File: src/sv/tssq_pkg.sv
// Package for the time sync request sequencer: item types, step codes and constants.
`default_nettype none

package tssq_pkg;

  localparam int unsigned HANDLE_PERIOD_MS_DEF = 10;

  localparam logic [31:0] EPOCH_OFFSET         = 32'd2208988800;
  localparam logic [31:0] REPLY_TIMEOUT_MS     = 32'd5000;
  localparam logic [31:0] RETRY_WAIT_MS        = 32'd7001;
  localparam logic [31:0] SECOND_MS            = 32'd1000;
  localparam logic [31:0] MIN_INTERVAL_MS      = 32'd120000;
  localparam logic [31:0] SYNC_INTERVAL_RESET  = 32'd82800000;

  typedef enum logic [2:0] {
    ST_INIT          = 3'd0,
    ST_START         = 3'd1,
    ST_SEND          = 3'd2,
    ST_WAIT_REPLY    = 3'd3,
    ST_WAIT_INTERVAL = 3'd4,
    ST_COMPLETE      = 3'd5,
    ST_ERROR         = 3'd6,
    ST_RETRY         = 3'd7
  } step_t;

  typedef struct packed {
    logic [31:0] now_ms;
    logic        link_up;
    logic        udp_begin_ok;
    logic        send_ok;
    logic        response_valid;
    logic [31:0] response_ntp_seconds;
    logic        force_sync;
  } in_item_t;

  typedef struct packed {
    logic [2:0]  step_code;
    logic        healthy;
    logic [31:0] unix_time;
    logic        poll_active;
    logic        start_socket;
    logic        send_request;
    logic        stop_socket;
  } out_item_t;

endpackage

`default_nettype wire

File: src/sv/tssq_in_stage.sv
// Input register stage holding one accepted poll until the step logic consumes it.
`default_nettype none

module tssq_in_stage
  import tssq_pkg::*;
(
  input  wire logic     clk,
  input  wire logic     rst,
  input  wire logic     in_valid,
  output logic          in_ready,
  input  wire in_item_t in_data,
  input  wire logic     take,
  output logic          item_valid,
  output in_item_t      item
);

  assign in_ready = !item_valid || take;

  always_ff @(posedge clk) begin
    if (rst) begin
      item_valid <= 1'b0;
    end else if (in_ready) begin
      item_valid <= in_valid;
    end
  end

  always_ff @(posedge clk) begin
    if (in_valid && in_ready) begin
      item <= in_data;
    end
  end

endmodule

`default_nettype wire

File: src/sv/tssq_seq.sv
// Sequencer state, timers and the single-pass step logic for one poll.
`default_nettype none

module tssq_seq
  import tssq_pkg::*;
#(
  parameter int unsigned HANDLE_PERIOD_MS = HANDLE_PERIOD_MS_DEF
) (
  input  wire logic        clk,
  input  wire logic        rst,
  input  wire logic        cfg_we,
  input  wire logic [31:0] cfg_value,
  input  wire logic        fire,
  input  wire in_item_t    item,
  output out_item_t        result
);

  logic [31:0] sync_interval_ms;
  step_t       cur_step, cur_step_next;
  step_t       cmd_step, cmd_step_next;
  logic        ret_init, ret_init_next;
  logic        link_lost_done, link_lost_done_next;
  logic        force_latch, force_latch_next;
  logic [31:0] last_poll_ms, last_poll_ms_next;
  logic [31:0] second_mark_ms, second_mark_ms_next;
  logic [31:0] reply_timer_ms, reply_timer_ms_next;
  logic [31:0] retry_timer_ms, retry_timer_ms_next;
  logic [31:0] interval_timer_ms, interval_timer_ms_next;
  logic        synced, synced_next;
  logic [31:0] unix_now, unix_now_next;

  logic        active, tick, frc, sync_now;
  logic        s_start, s_send, s_stop;
  logic [31:0] ux;

  always_comb begin
    cur_step_next          = cur_step;
    cmd_step_next          = cmd_step;
    ret_init_next          = ret_init;
    link_lost_done_next    = link_lost_done;
    force_latch_next       = force_latch;
    last_poll_ms_next      = last_poll_ms;
    second_mark_ms_next    = second_mark_ms;
    reply_timer_ms_next    = reply_timer_ms;
    retry_timer_ms_next    = retry_timer_ms;
    interval_timer_ms_next = interval_timer_ms;
    synced_next            = synced;
    unix_now_next          = unix_now;
    s_start                = 1'b0;
    s_send                 = 1'b0;
    s_stop                 = 1'b0;
    sync_now               = 1'b0;

    active = (item.now_ms - last_poll_ms) >= 32'(HANDLE_PERIOD_MS);
    tick   = (item.now_ms - second_mark_ms) >= SECOND_MS;
    frc    = force_latch || item.force_sync;
    ux     = item.response_ntp_seconds - EPOCH_OFFSET;

    if (active) begin
      if (tick) begin
        second_mark_ms_next = second_mark_ms + SECOND_MS;
      end

      if (item.link_up) begin
        link_lost_done_next = 1'b0;
        cur_step_next = (frc && cur_step == ST_WAIT_INTERVAL) ? ST_COMPLETE : cmd_step;
        cmd_step_next = cur_step_next;

        unique case (cur_step_next)
          ST_INIT: begin
            s_start = 1'b1;
            if (item.udp_begin_ok) begin
              cmd_step_next = ST_START;
            end else begin
              ret_init_next = 1'b1;
              cmd_step_next = ST_ERROR;
            end
          end
          ST_START: begin
            cmd_step_next = ST_SEND;
          end
          ST_SEND: begin
            s_send = 1'b1;
            if (item.send_ok) begin
              cmd_step_next       = ST_WAIT_REPLY;
              reply_timer_ms_next = item.now_ms;
            end else begin
              cmd_step_next = ST_ERROR;
            end
          end
          ST_WAIT_REPLY: begin
            if (item.response_valid && ux != 32'd0) begin
              sync_now               = 1'b1;
              interval_timer_ms_next = item.now_ms;
              cmd_step_next          = ST_WAIT_INTERVAL;
              s_stop                 = 1'b1;
            end
            if ((item.now_ms - reply_timer_ms) > REPLY_TIMEOUT_MS) begin
              cmd_step_next = ST_ERROR;
            end
          end
          ST_WAIT_INTERVAL: begin
            if ((item.now_ms - interval_timer_ms) > sync_interval_ms) begin
              cmd_step_next = ST_COMPLETE;
            end
          end
          ST_COMPLETE: begin
            cmd_step_next = ST_INIT;
          end
          ST_ERROR: begin
            retry_timer_ms_next = item.now_ms;
            cmd_step_next       = ST_RETRY;
          end
          ST_RETRY: begin
            if ((item.now_ms - retry_timer_ms) > RETRY_WAIT_MS) begin
              cmd_step_next = ret_init ? ST_INIT : ST_START;
              ret_init_next = 1'b0;
            end
          end
          default: begin
            cmd_step_next = ST_INIT;
          end
        endcase
      end else if (!link_lost_done) begin
        s_stop              = 1'b1;
        cur_step_next       = ST_INIT;
        cmd_step_next       = ST_INIT;
        ret_init_next       = 1'b0;
        link_lost_done_next = 1'b1;
      end

      // Unix time advances with the second tick once a reply has been taken.
      if (sync_now) begin
        synced_next   = 1'b1;
        unix_now_next = ux;
      end else if (synced && tick) begin
        unix_now_next = unix_now + 32'd1;
      end

      force_latch_next  = 1'b0;
      last_poll_ms_next = item.now_ms;
    end else if (item.force_sync) begin
      force_latch_next = 1'b1;
    end

    result.step_code    = cur_step_next;
    result.healthy      = (cur_step_next != ST_ERROR);
    result.unix_time    = unix_now_next;
    result.poll_active  = active;
    result.start_socket = s_start;
    result.send_request = s_send;
    result.stop_socket  = s_stop;
  end

  always_ff @(posedge clk) begin
    if (rst) begin
      sync_interval_ms <= SYNC_INTERVAL_RESET;
    end else if (cfg_we) begin
      sync_interval_ms <= (cfg_value < MIN_INTERVAL_MS) ? MIN_INTERVAL_MS : cfg_value;
    end
  end

  always_ff @(posedge clk) begin
    if (rst) begin
      cur_step          <= ST_INIT;
      cmd_step          <= ST_INIT;
      ret_init          <= 1'b0;
      link_lost_done    <= 1'b0;
      force_latch       <= 1'b0;
      last_poll_ms      <= '0;
      second_mark_ms    <= '0;
      reply_timer_ms    <= '0;
      retry_timer_ms    <= '0;
      interval_timer_ms <= '0;
      synced            <= 1'b0;
      unix_now          <= '0;
    end else if (fire) begin
      cur_step          <= cur_step_next;
      cmd_step          <= cmd_step_next;
      ret_init          <= ret_init_next;
      link_lost_done    <= link_lost_done_next;
      force_latch       <= force_latch_next;
      last_poll_ms      <= last_poll_ms_next;
      second_mark_ms    <= second_mark_ms_next;
      reply_timer_ms    <= reply_timer_ms_next;
      retry_timer_ms    <= retry_timer_ms_next;
      interval_timer_ms <= interval_timer_ms_next;
      synced            <= synced_next;
      unix_now          <= unix_now_next;
    end
  end

endmodule

`default_nettype wire

File: src/sv/tssq_out_stage.sv
// Result register stage presenting one result until the downstream side takes it.
`default_nettype none

module tssq_out_stage
  import tssq_pkg::*;
(
  input  wire logic      clk,
  input  wire logic      rst,
  input  wire logic      load,
  input  wire out_item_t result,
  output logic           can_load,
  output logic           out_valid,
  input  wire logic      out_ready,
  output out_item_t      out_data
);

  assign can_load = !out_valid || out_ready;

  always_ff @(posedge clk) begin
    if (rst) begin
      out_valid <= 1'b0;
    end else if (can_load) begin
      out_valid <= load;
    end
  end

  always_ff @(posedge clk) begin
    if (load && can_load) begin
      out_data <= result;
    end
  end

endmodule

`default_nettype wire

File: src/sv/time_sync_request_sequencer.sv
// Path: a poll accepted into the input register passes through the step logic into the
// result register, from which its result is handed downstream.
// Throughput: one poll per cycle while the result register is not stalled; the step
// logic does the whole poll in one pass, so state is ready for the next one.
// A stalled result register holds one result while the input register holds the next.
// Reset (rst, synchronous): sequencer back to init, all timers and the time zero,
// sync interval back to its default; both registers empty.
`default_nettype none

module time_sync_request_sequencer
  import tssq_pkg::*;
#(
  parameter int unsigned HANDLE_PERIOD_MS = HANDLE_PERIOD_MS_DEF
) (
  input  wire logic        clk,
  input  wire logic        rst,
  input  wire logic        in_valid,
  output logic             in_ready,
  input  wire in_item_t    in_data,
  output logic             out_valid,
  input  wire logic        out_ready,
  output out_item_t        out_data,
  input  wire logic        cfg_valid,
  output logic             cfg_ready,
  input  wire logic [31:0] cfg_data
);

  // The configuration channel is always ready. The host must write the sync interval
  // only while no poll is in flight; the block does not enforce it or order writes.
  assign cfg_ready = 1'b1;

  logic      item_valid;
  in_item_t  item;
  logic      can_load;
  logic      fire;
  out_item_t result;

  // A poll moves from the input register into the result register in one step. The
  // sequencer state is updated in the same cycle, so the poll behind it sees the new
  // state on the very next clock.
  assign fire = item_valid && can_load;

  tssq_in_stage u_in_stage (
    .clk        (clk),
    .rst        (rst),
    .in_valid   (in_valid),
    .in_ready   (in_ready),
    .in_data    (in_data),
    .take       (can_load),
    .item_valid (item_valid),
    .item       (item)
  );

  tssq_seq #(
    .HANDLE_PERIOD_MS (HANDLE_PERIOD_MS)
  ) u_seq (
    .clk       (clk),
    .rst       (rst),
    .cfg_we    (cfg_valid && cfg_ready),
    .cfg_value (cfg_data),
    .fire      (fire),
    .item      (item),
    .result    (result)
  );

  // The result register decouples the downstream stall from the input side: a new
  // transfer is accepted while a finished result still waits to be taken.
  tssq_out_stage u_out_stage (
    .clk       (clk),
    .rst       (rst),
    .load      (item_valid),
    .result    (result),
    .can_load  (can_load),
    .out_valid (out_valid),
    .out_ready (out_ready),
    .out_data  (out_data)
  );

`ifndef SYNTH
  // An accepted poll is always in the input register on the next cycle.
  a_in_lands: assert property (@(posedge clk) disable iff (rst)
    (in_valid && in_ready) |=> item_valid)
    else $error("accepted poll did not reach the input register");

  // Action strobes only come from a poll that acted.
  a_strobe_active: assert property (@(posedge clk) disable iff (rst)
    (out_valid && (out_data.start_socket || out_data.send_request || out_data.stop_socket))
      |-> out_data.poll_active)
    else $error("strobe on an inactive poll");

  // Start and send are attempted in different steps, never in the same poll.
  a_start_send: assert property (@(posedge clk) disable iff (rst)
    out_valid |-> !(out_data.start_socket && out_data.send_request))
    else $error("start and send strobed together");

  // Health tracks the error step.
  a_healthy: assert property (@(posedge clk) disable iff (rst)
    out_valid |-> (out_data.healthy == (out_data.step_code != ST_ERROR)))
    else $error("healthy does not match step code");
`endif

endmodule

`default_nettype wire
File: config.mk
export PLATFORM = sky130hd
export DESIGN_NAME = time_sync_request_sequencer
export DESIGN_NICKNAME = d
export VERILOG_FILES = /design/src/sv/tssq_pkg.sv /design/src/sv/tssq_in_stage.sv /design/src/sv/tssq_seq.sv /design/src/sv/tssq_out_stage.sv /design/src/sv/time_sync_request_sequencer.sv
export SDC_FILE = /design/constraint.sdc
export NUM_CORES = 1
export LEC_CHECK = 0
export BUFFER_PORTS_ARGS = -buffer_cell sky130_fd_sc_hd__buf_2
export CORE_ASPECT_RATIO = 0.7
export CORE_MARGIN = 4
export CORE_UTILIZATION = 32
export DETAILED_ROUTE_END_ITERATION = 8
export PLACE_DENSITY_LB_ADDON = 0.2
export SLEW_MARGIN = 20
export SYNTH_ARGS = -nofsm -noshare
export SYNTH_HDL_FRONTEND = slang
export SYNTH_SLANG_ARGS = --single-unit
export TNS_END_PERCENT = 1
File: constraint.sdc
create_clock -name clk -period 7.3 [get_ports clk]
set_clock_uncertainty 0.05 [all_clocks]
set_input_delay 0.73 -clock clk [delete_from_list [all_inputs] [get_ports clk]]
set_output_delay 0.73 -clock clk [all_outputs]
set_load 0.03 [all_outputs]
==> results of run 1 <==
==> Yosys cell counts, types with 73 or more instances <==
cell type	n	area, um^2
inv_1	247	927
xnor2_1	73	639
a21o_1	74	556
a21oi_1	287	1440
nand2_1	263	987
ha_1	187	2340
edfxtp_1	109	3270
clkbuf_1	106	398
dfxtp_1	233	4660
o21ai_0	132	661
nor2_1	282	1060
nand3_1	92	460
mux2i_1	91	911
==> how the worst min path moves through the flow <==
stage | to | start | depth (start not counted) | slack [ps]
after floorplan | u_seq.interval_timer_ms[10] | u_seq.interval_timer_ms[10] | 2 | 390
after global placement | u_seq.interval_timer_ms[24] | u_seq.interval_timer_ms[24] | 2 | 390
after detailed placement | u_seq.interval_timer_ms[10] | u_seq.interval_timer_ms[10] | 2 | 400
after CTS | u_in_stage.item[29] | in_data[29] | 1 | 230
after global routing | u_in_stage.item[33] | in_data[33] | 1 | 240
final | u_in_stage.item[29] | in_data[29] | 1 | 270
==> layout make-up <==
class / instances / share of cell area [%]
Sequential cell: 342 / 27.9
Timing Repair Buffer: 192 / 3.84
Multi-Input combinational cell: 2363 / 55.5
Inverter: 248 / 3.27
Clock inverter: 24 / 1.02
Antenna cell: 1 / 0.00880
Clock buffer: 50 / 3.83
Tap cell: 1044 / 4.60
==> cell families (layout without fill, tap and decap cells) <==
| family | Yosys count | count (layout) | share of synthesized area (%) |
|---|---|---|---|
| AOI/OAI and AO/OA | 923 | 923 | 24.2 |
| xor gates and xnor gates | 116 | 116 | 4.01 |
| adders and majority gates | 192 | 192 | 9.64 |
| buffers and inverters | 398 | 514 | 6.43 |
| DFF | 342 | 342 | 31.4 |
| muxes | 98 | 98 | 3.91 |
| other | 1 | 2 | 0.0148 |
| and+or+nand+nor | 1033 | 1033 | 20.4 |
==> flip-flops by register name, indices dropped and copies added (netlist names), 3 cells and up <==
signal,count
u_seq.second_mark_ms,29
u_seq.last_poll_ms,32
u_seq.unix_now,32
u_in_stage.item,69
u_out_stage.out_data,40
u_seq.cmd_step,3
u_seq.interval_timer_ms,32
u_seq.sync_interval_ms,32
u_seq.retry_timer_ms,32
u_seq.reply_timer_ms,32
u_seq.cur_step,3
==> power groups by stage <==
stage,Sequential [mW],Combinational (mW),Clock [mW]
after floorplan,2.12,0.728,0
after global placement,2.12,1.07,0
after detailed placement,2.12,1.06,0
after CTS,2.08,1.07,2.23
after global routing,2.09,1.19,2.30
final,2.08,1.09,2.18
==> worst max-delay path, cell delays in order, from the launching register on <==
cell and delay [ps]:
edfxtp_1 440, inv_1 180, ha_1 190, inv_1 50
fa_1 410, a211oi_1 350, nor2_1 110, mux2i_1 200
or4_1 550, nor4b_1 520, nand4_1 170, nor4_1 600
nand4b_1 270, or4b_4 750, nand2_4 700, nor2_1 130
o221a_1 260
==> through the flow <==
stage	hold slack [ps]	util [%]
after CTS	227	36.6
after global placement	393	34.8
after detailed placement	396	34.8
after global routing	242	36.6
after floorplan	386	-
final	266	36.6
==> layout by cell type, fill, tap and decap left out, types with 16 or more instances in the layout <==
cell type,instances
a21oi_1,287
nor2_1,281
nand2_1,263
inv_1,246
dfxtp_1,233
ha_1,187
buf_2,146
o21ai_0,132
edfxtp_1,109
nand3_1,91
mux2i_1,91
a21o_1,74
xnor2_1,73
nand4_1,54
nor3_1,54
buf_4,44
xor2_1,43
clkbuf_16,41
nand2b_1,40
o211ai_1,40
o21a_1,37
a211oi_1,36
a31oi_1,34
and3_1,34
nor4_1,31
o31ai_1,29
o22ai_1,26
and2_1,25
nor2b_1,24
or3_1,22
a22oi_1,21
or4_1,21
a41oi_1,16
or2_2,16
==> per-layer routing <==
metal  routed length [um]  track usage [%]  vias to the layer above
met5                    0                0                        -
met4                  892             2.81                        0
met3                 7630             5.08                       63
met2                30400             24.5                      853
met1                46000             32.8                    11200
li1                     -                -                    11600
==> summary.txt, run 1 <==
STA
  • Final hold violation count: 0
  • Tcrit/Tclk final: 83.1%
  • Final setup viols: 0
  • Post-layout minimum cycle time: 6070 ps
  • Max Slew Vio Count: 0
  • Setup ws final: 1230 ps
  • Highest clock rate: 165 MHz
  • TNS Setup: 0 ps
  • Slew HR: 32.8%
  • RSZ-0062 raised after global routing: false
  • Worst slew pin tran: 998 ps

Outcome
  • Status: completed

Global route
  • Pin count of the biggest net entering global routing: 76
  • First-pass GRT wire length: 129 mm
  • Vias in the first global route: 21100
  • Total grt overflow: 0
  • GRT Util Overall: 19.6%
  • Initial antenna violation count: 6

Routing
  • DRT Pass-1 Iters: 8
  • Final wirelength: 85.0 mm
  • Drt wl/cell: 19.9 um
  • Via density: 5.55
  • Total number of vias: 23700
  • Antenna viol nets, final: 0
  • Iteration-0 DRC Markers: 2198
  • DRC: 0

Clock network
  • Root Driver: clkbuf_16
  • Post-CTS Setup Bufs: 0
  • Clock-pin slew on the worst setup and hold paths: 60 ps
  • CTS sink count: 342
  • H-tree levels: 2
  • Post-CTS Resized: 0
  • Cts hold-fix bufs: 0
  • TritonCTS clock tree: built
  • Cts bufs inserted: 40
  • Clk buf depth: 3
  • Skew-Pair Late Insertion Delay: 590 ps

Synthesis
  • Synth Cell Area: 0.0253 mm^2
  • Asr flop ratio synth: 0%
  • Syn Inst Count: 3103
  • Synth cell types: 98
  • Yosys Warn Count: 0
  • EDFF count, synth: 109
  • Sequential fraction of the synthesis area: 31.4%
  • Mean post-synth cell area: 8.16 um^2
  • Mapped Nets: 3401
  • Seq cells post-synth: 342
  • Most used DFF post-synth: dfxtp_1

Setup path
  • Worst Path Arrival: 6490 ps
  • Crit path from: u_in_stage.item[37]
  • Reg-to-reg critical path endpoint: u_seq.unix_now[1]
  • R2R Path Start: u_in_stage.item[37]
  • Crit Path Category: reg -> reg
  • R2R Setup Slk: 1230 ps
  • CP endpoint: u_seq.unix_now[1]
  • FF-to-FF path depth: 16
  • Worst-path fanout max: 63
  • Crit. End Element: register
  • Critical path startpoint category: register
  • Worst EP required: 7720 ps

Place
  • Pre-CTS setup slack: 1400 ps
  • Cell Area, Placed: 0.0270 mm^2
  • Post-Place Cells: 4188
  • Port Buf Inserts: 147
  • Post-DP HPWL: 63.4 mm
  • Routability cong.: 0.920

Min path
  • Hold Path Class: in -> reg

Final layout
  • Final cell count without fillers: 4264
  • Nets: 3485
  • Fillers: 8168
  • Multi-input gate area: 0.0158 mm^2
  • Reg area: 0.00794 mm^2
  • Area growth syn-to-layout: 12.3%
  • Layout cells sized above 1: 10.1%
  • Design area: 0.0284 mm^2

Pwr
  • Psw: 1.64 mW
  • Sequential share of power: 39.0%
  • Int Pwr: 3.70 mW
  • Comb power frac: 20.3%
  • Clock Power Share: 40.7%
  • PwrDens: 188 mW/mm^2
  • P_leak: 10.9 nW
  • Total design power: 5.34 mW
  • Peak VDD IR: 0.112 mV
  • Switch share: 30.7%

Die
  • Die height: 243 um
  • Initial Util: 32.6%
  • Die width: 344 um
  • Row count: 85
  • DIE AREA: 0.0837 mm^2
  • Core Area: 0.0776 mm^2
  • Ports: 149

Job
  • Max Cap Violations: 0
(Power assumes the default switching activity.)
==> run 2: changes to the inputs <==
- clock period: 7.3 -> 5.8 ns (I/O delays scaled with it)
==> run 2 against run 1 <==
Effect of this change: count of clock-buffer cells in the layout up 1; worst hold slack worse by 140 ps; flip-flop and latch count unchanged; utilization up 0.40 points; non-clock buffer count up 37; first-iteration DRC count up 20%; largest cell class unchanged.
==> summary.txt, run 2 (synthesized netlist as in run 1, its figures left out) <==
Outcome
  • Status: completed

STA
  • Slew HR: 27.6%
  • RSZ-0062 raised after global routing: false
  • Max Slew Vio Count: 0
  • Final hold violation count: 0
  • TNS Setup: 0 ps
  • Final setup viols: 0
  • Highest clock rate: 184 MHz
  • Tcrit/Tclk final: 93.7%
  • Worst slew pin tran: 1080 ps
  • Setup ws final: 365 ps
  • Post-layout minimum cycle time: 5440 ps

Routing
  • DRC: 0
  • Via density: 5.49
  • Antenna viol nets, final: 0
  • Final wirelength: 84.2 mm
  • DRT Pass-1 Iters: 8
  • Total number of vias: 23600
  • Drt wl/cell: 19.6 um
  • Iteration-0 DRC Markers: 2647

Die
  • Row count: 85
  • DIE AREA: 0.0837 mm^2
  • Initial Util: 32.6%
  • Die width: 344 um
  • Ports: 149
  • Core Area: 0.0776 mm^2
  • Die height: 243 um

Global route
  • Vias in the first global route: 21200
  • Pin count of the biggest net entering global routing: 138
  • Initial antenna violation count: 10
  • Total grt overflow: 0
  • GRT Util Overall: 19.4%
  • First-pass GRT wire length: 129 mm

Setup path
  • Crit Path Category: reg -> reg
  • R2R Path Start: u_in_stage.item[39]
  • Slowest cell on the critical path: or4b_4
  • R2R Setup Slk: 360 ps
  • Most frequent CP cell: o21ai_0
  • Worst Path Arrival: 5700 ps
  • Worst-path fanout max: 13
  • FF-to-FF path depth: 14
  • Slowest stage delay, CP: 740 ps
  • Worst EP required: 6060 ps
  • Crit path from: u_in_stage.item[39]
  • Crit. End Element: register
  • Critical path startpoint category: register
  • Reg-to-reg critical path endpoint: u_out_stage.out_data[36]
  • CP Cell Sequence: buf_4 -> ha_1 -> o21ai_0 -> a21oi_1 -> o2111ai_2 -> a211oi_1 -> o21ai_0 -> a2111o_1 -> nor4_2 -> nand4b_1 -> or4b_4 -> nand2_1 -> a2bb2oi_1 -> nand3_1

Pwr
  • PwrDens: 231 mW/mm^2
  • Peak VDD IR: 0.196 mV
  • Sequential share of power: 39.5%
  • Psw: 2.04 mW
  • Clock Power Share: 39.5%
  • P_leak: 11.1 nW
  • Comb power frac: 21.0%
  • Int Pwr: 4.59 mW
  • Switch share: 30.8%

Final layout
  • Area growth syn-to-layout: 13.6%
  • Ant. Diodes: 0
  • Number of flip-flops in the largest register: 69
  • Multi-input gate area: 0.0158 mm^2
  • Most frequent cells in the layout: a21oi_1 (286), nor2_1 (281), nand2_1 (263)
  • Fillers: 8129
  • Layout cells sized above 1: 11.2%
  • Biggest regs: u_in_stage.item (69), u_out_stage.out_data (40)
  • Nets: 3521
  • Reg with most FFs: u_in_stage.item
  • Final Util: 37.0%
  • Reg area: 0.00794 mm^2
  • Commonest non-fill, non-tap cell in the layout: a21oi_1

Clock network
  • H-tree levels: 2
  • Cts hold-fix bufs: 0
  • Clock-pin slew on the worst setup and hold paths: 70 ps
  • TritonCTS clock tree: built
  • Root Driver: clkbuf_16
  • Clk buf depth: 3
  • Skew-Pair Late Insertion Delay: 580 ps
  • Cts bufs inserted: 39
  • CTS sink count: 342

Place
  • Port Buf Inserts: 147
  • Post-DP HPWL: 64.1 mm
  • Routability cong.: 0.948
  • Pre-CTS setup slack: 140 ps

Min path
  • Hold_sp: in_data[54]
  • Worst hold stages: 1
  • Hold EP: u_in_stage.item[54]
  • Hold Path Class: in -> reg

Job
  • Max Cap Violations: 0
## run 2: cell types whose count changed in the layout (fill, tap and decap cells not counted), sizes merged
cell,change
bufinv,-2
clkbuf,+1
buf,+37
clkinvlp,-2
diode,-1
## run 2: what timing repair did
action | CTS | global route
buffers inserted | 0 | 2
setup endpoints to repair | 0 | 195
resized for setup | 0 | 10
## run 2: worst max-delay path by stage
stage | to | depth (start not counted) | slack [ps]
after floorplan | u_seq.cmd_step[0] | 25 | 900
after global placement | u_seq.cmd_step[0] | 25 | 190
after detailed placement | u_seq.cmd_step[0] | 25 | 140
after CTS | u_seq.cmd_step[0] | 25 | 110
after global routing | u_seq.cmd_step[0] | 26 | 4
final | u_out_stage.out_data[36] | 14 | 360
## run 2: stage by stage
stage          hold slack [ps]  cells  cell area [um^2]  power (mW)
2_1_floorplan              386   3103             25300        3.59
3_3_place_gp               393   4224             27400        4.04
3_5_place_dp               396   4224             27400        4.02
4_1_cts                   79.9   4295             28700        6.68
5_1_grt                    100   4297             28700        6.95
6_report                   124   4297             28700        6.63
## run 2: power by group through the flow
stage | Sequential [mW] | Clock [mW] | Combinational [mW]
after detailed placement | 2.67 | 0 | 1.36
after global routing | 2.63 | 2.80 | 1.53
after global placement | 2.67 | 0 | 1.37
final | 2.62 | 2.62 | 1.39
after CTS | 2.62 | 2.70 | 1.36
after floorplan | 2.67 | 0 | 0.916
## run 2: layout make-up
cell class	count	area share, %
Tap cell	1044	4.55
Clock buffer	51	3.81
Multi-Input combinational cell	2363	55.0
Timing Repair Buffer	229	4.98
Clock inverter	20	0.771
Sequential cell	342	27.6
Inverter	248	3.24
## run 2: worst max-delay path, delay by kind of cell, from the launching register on
family / cells / cell delay [ps]
AOI/OAI and AO/OA: 7 / 2160
buffers and inverters: 1 / 270
and+or+nand+nor: 5 / 1710
adders and majority gates: 1 / 350
DFF: 1 / 580
## run 2: metal layers
metal | track usage, % | part of all wire (%) | routed length, um | up-vias
met5 | 0 | 0.049 | 41 | -
li1 | - | - | - | 11600
met3 | 4.80 | 9.3 | 7800 | 81
met4 | 3.19 | 1.3 | 1080 | 6
met2 | 24.4 | 36 | 30200 | 783
met1 | 32.4 | 54 | 45100 | 11100
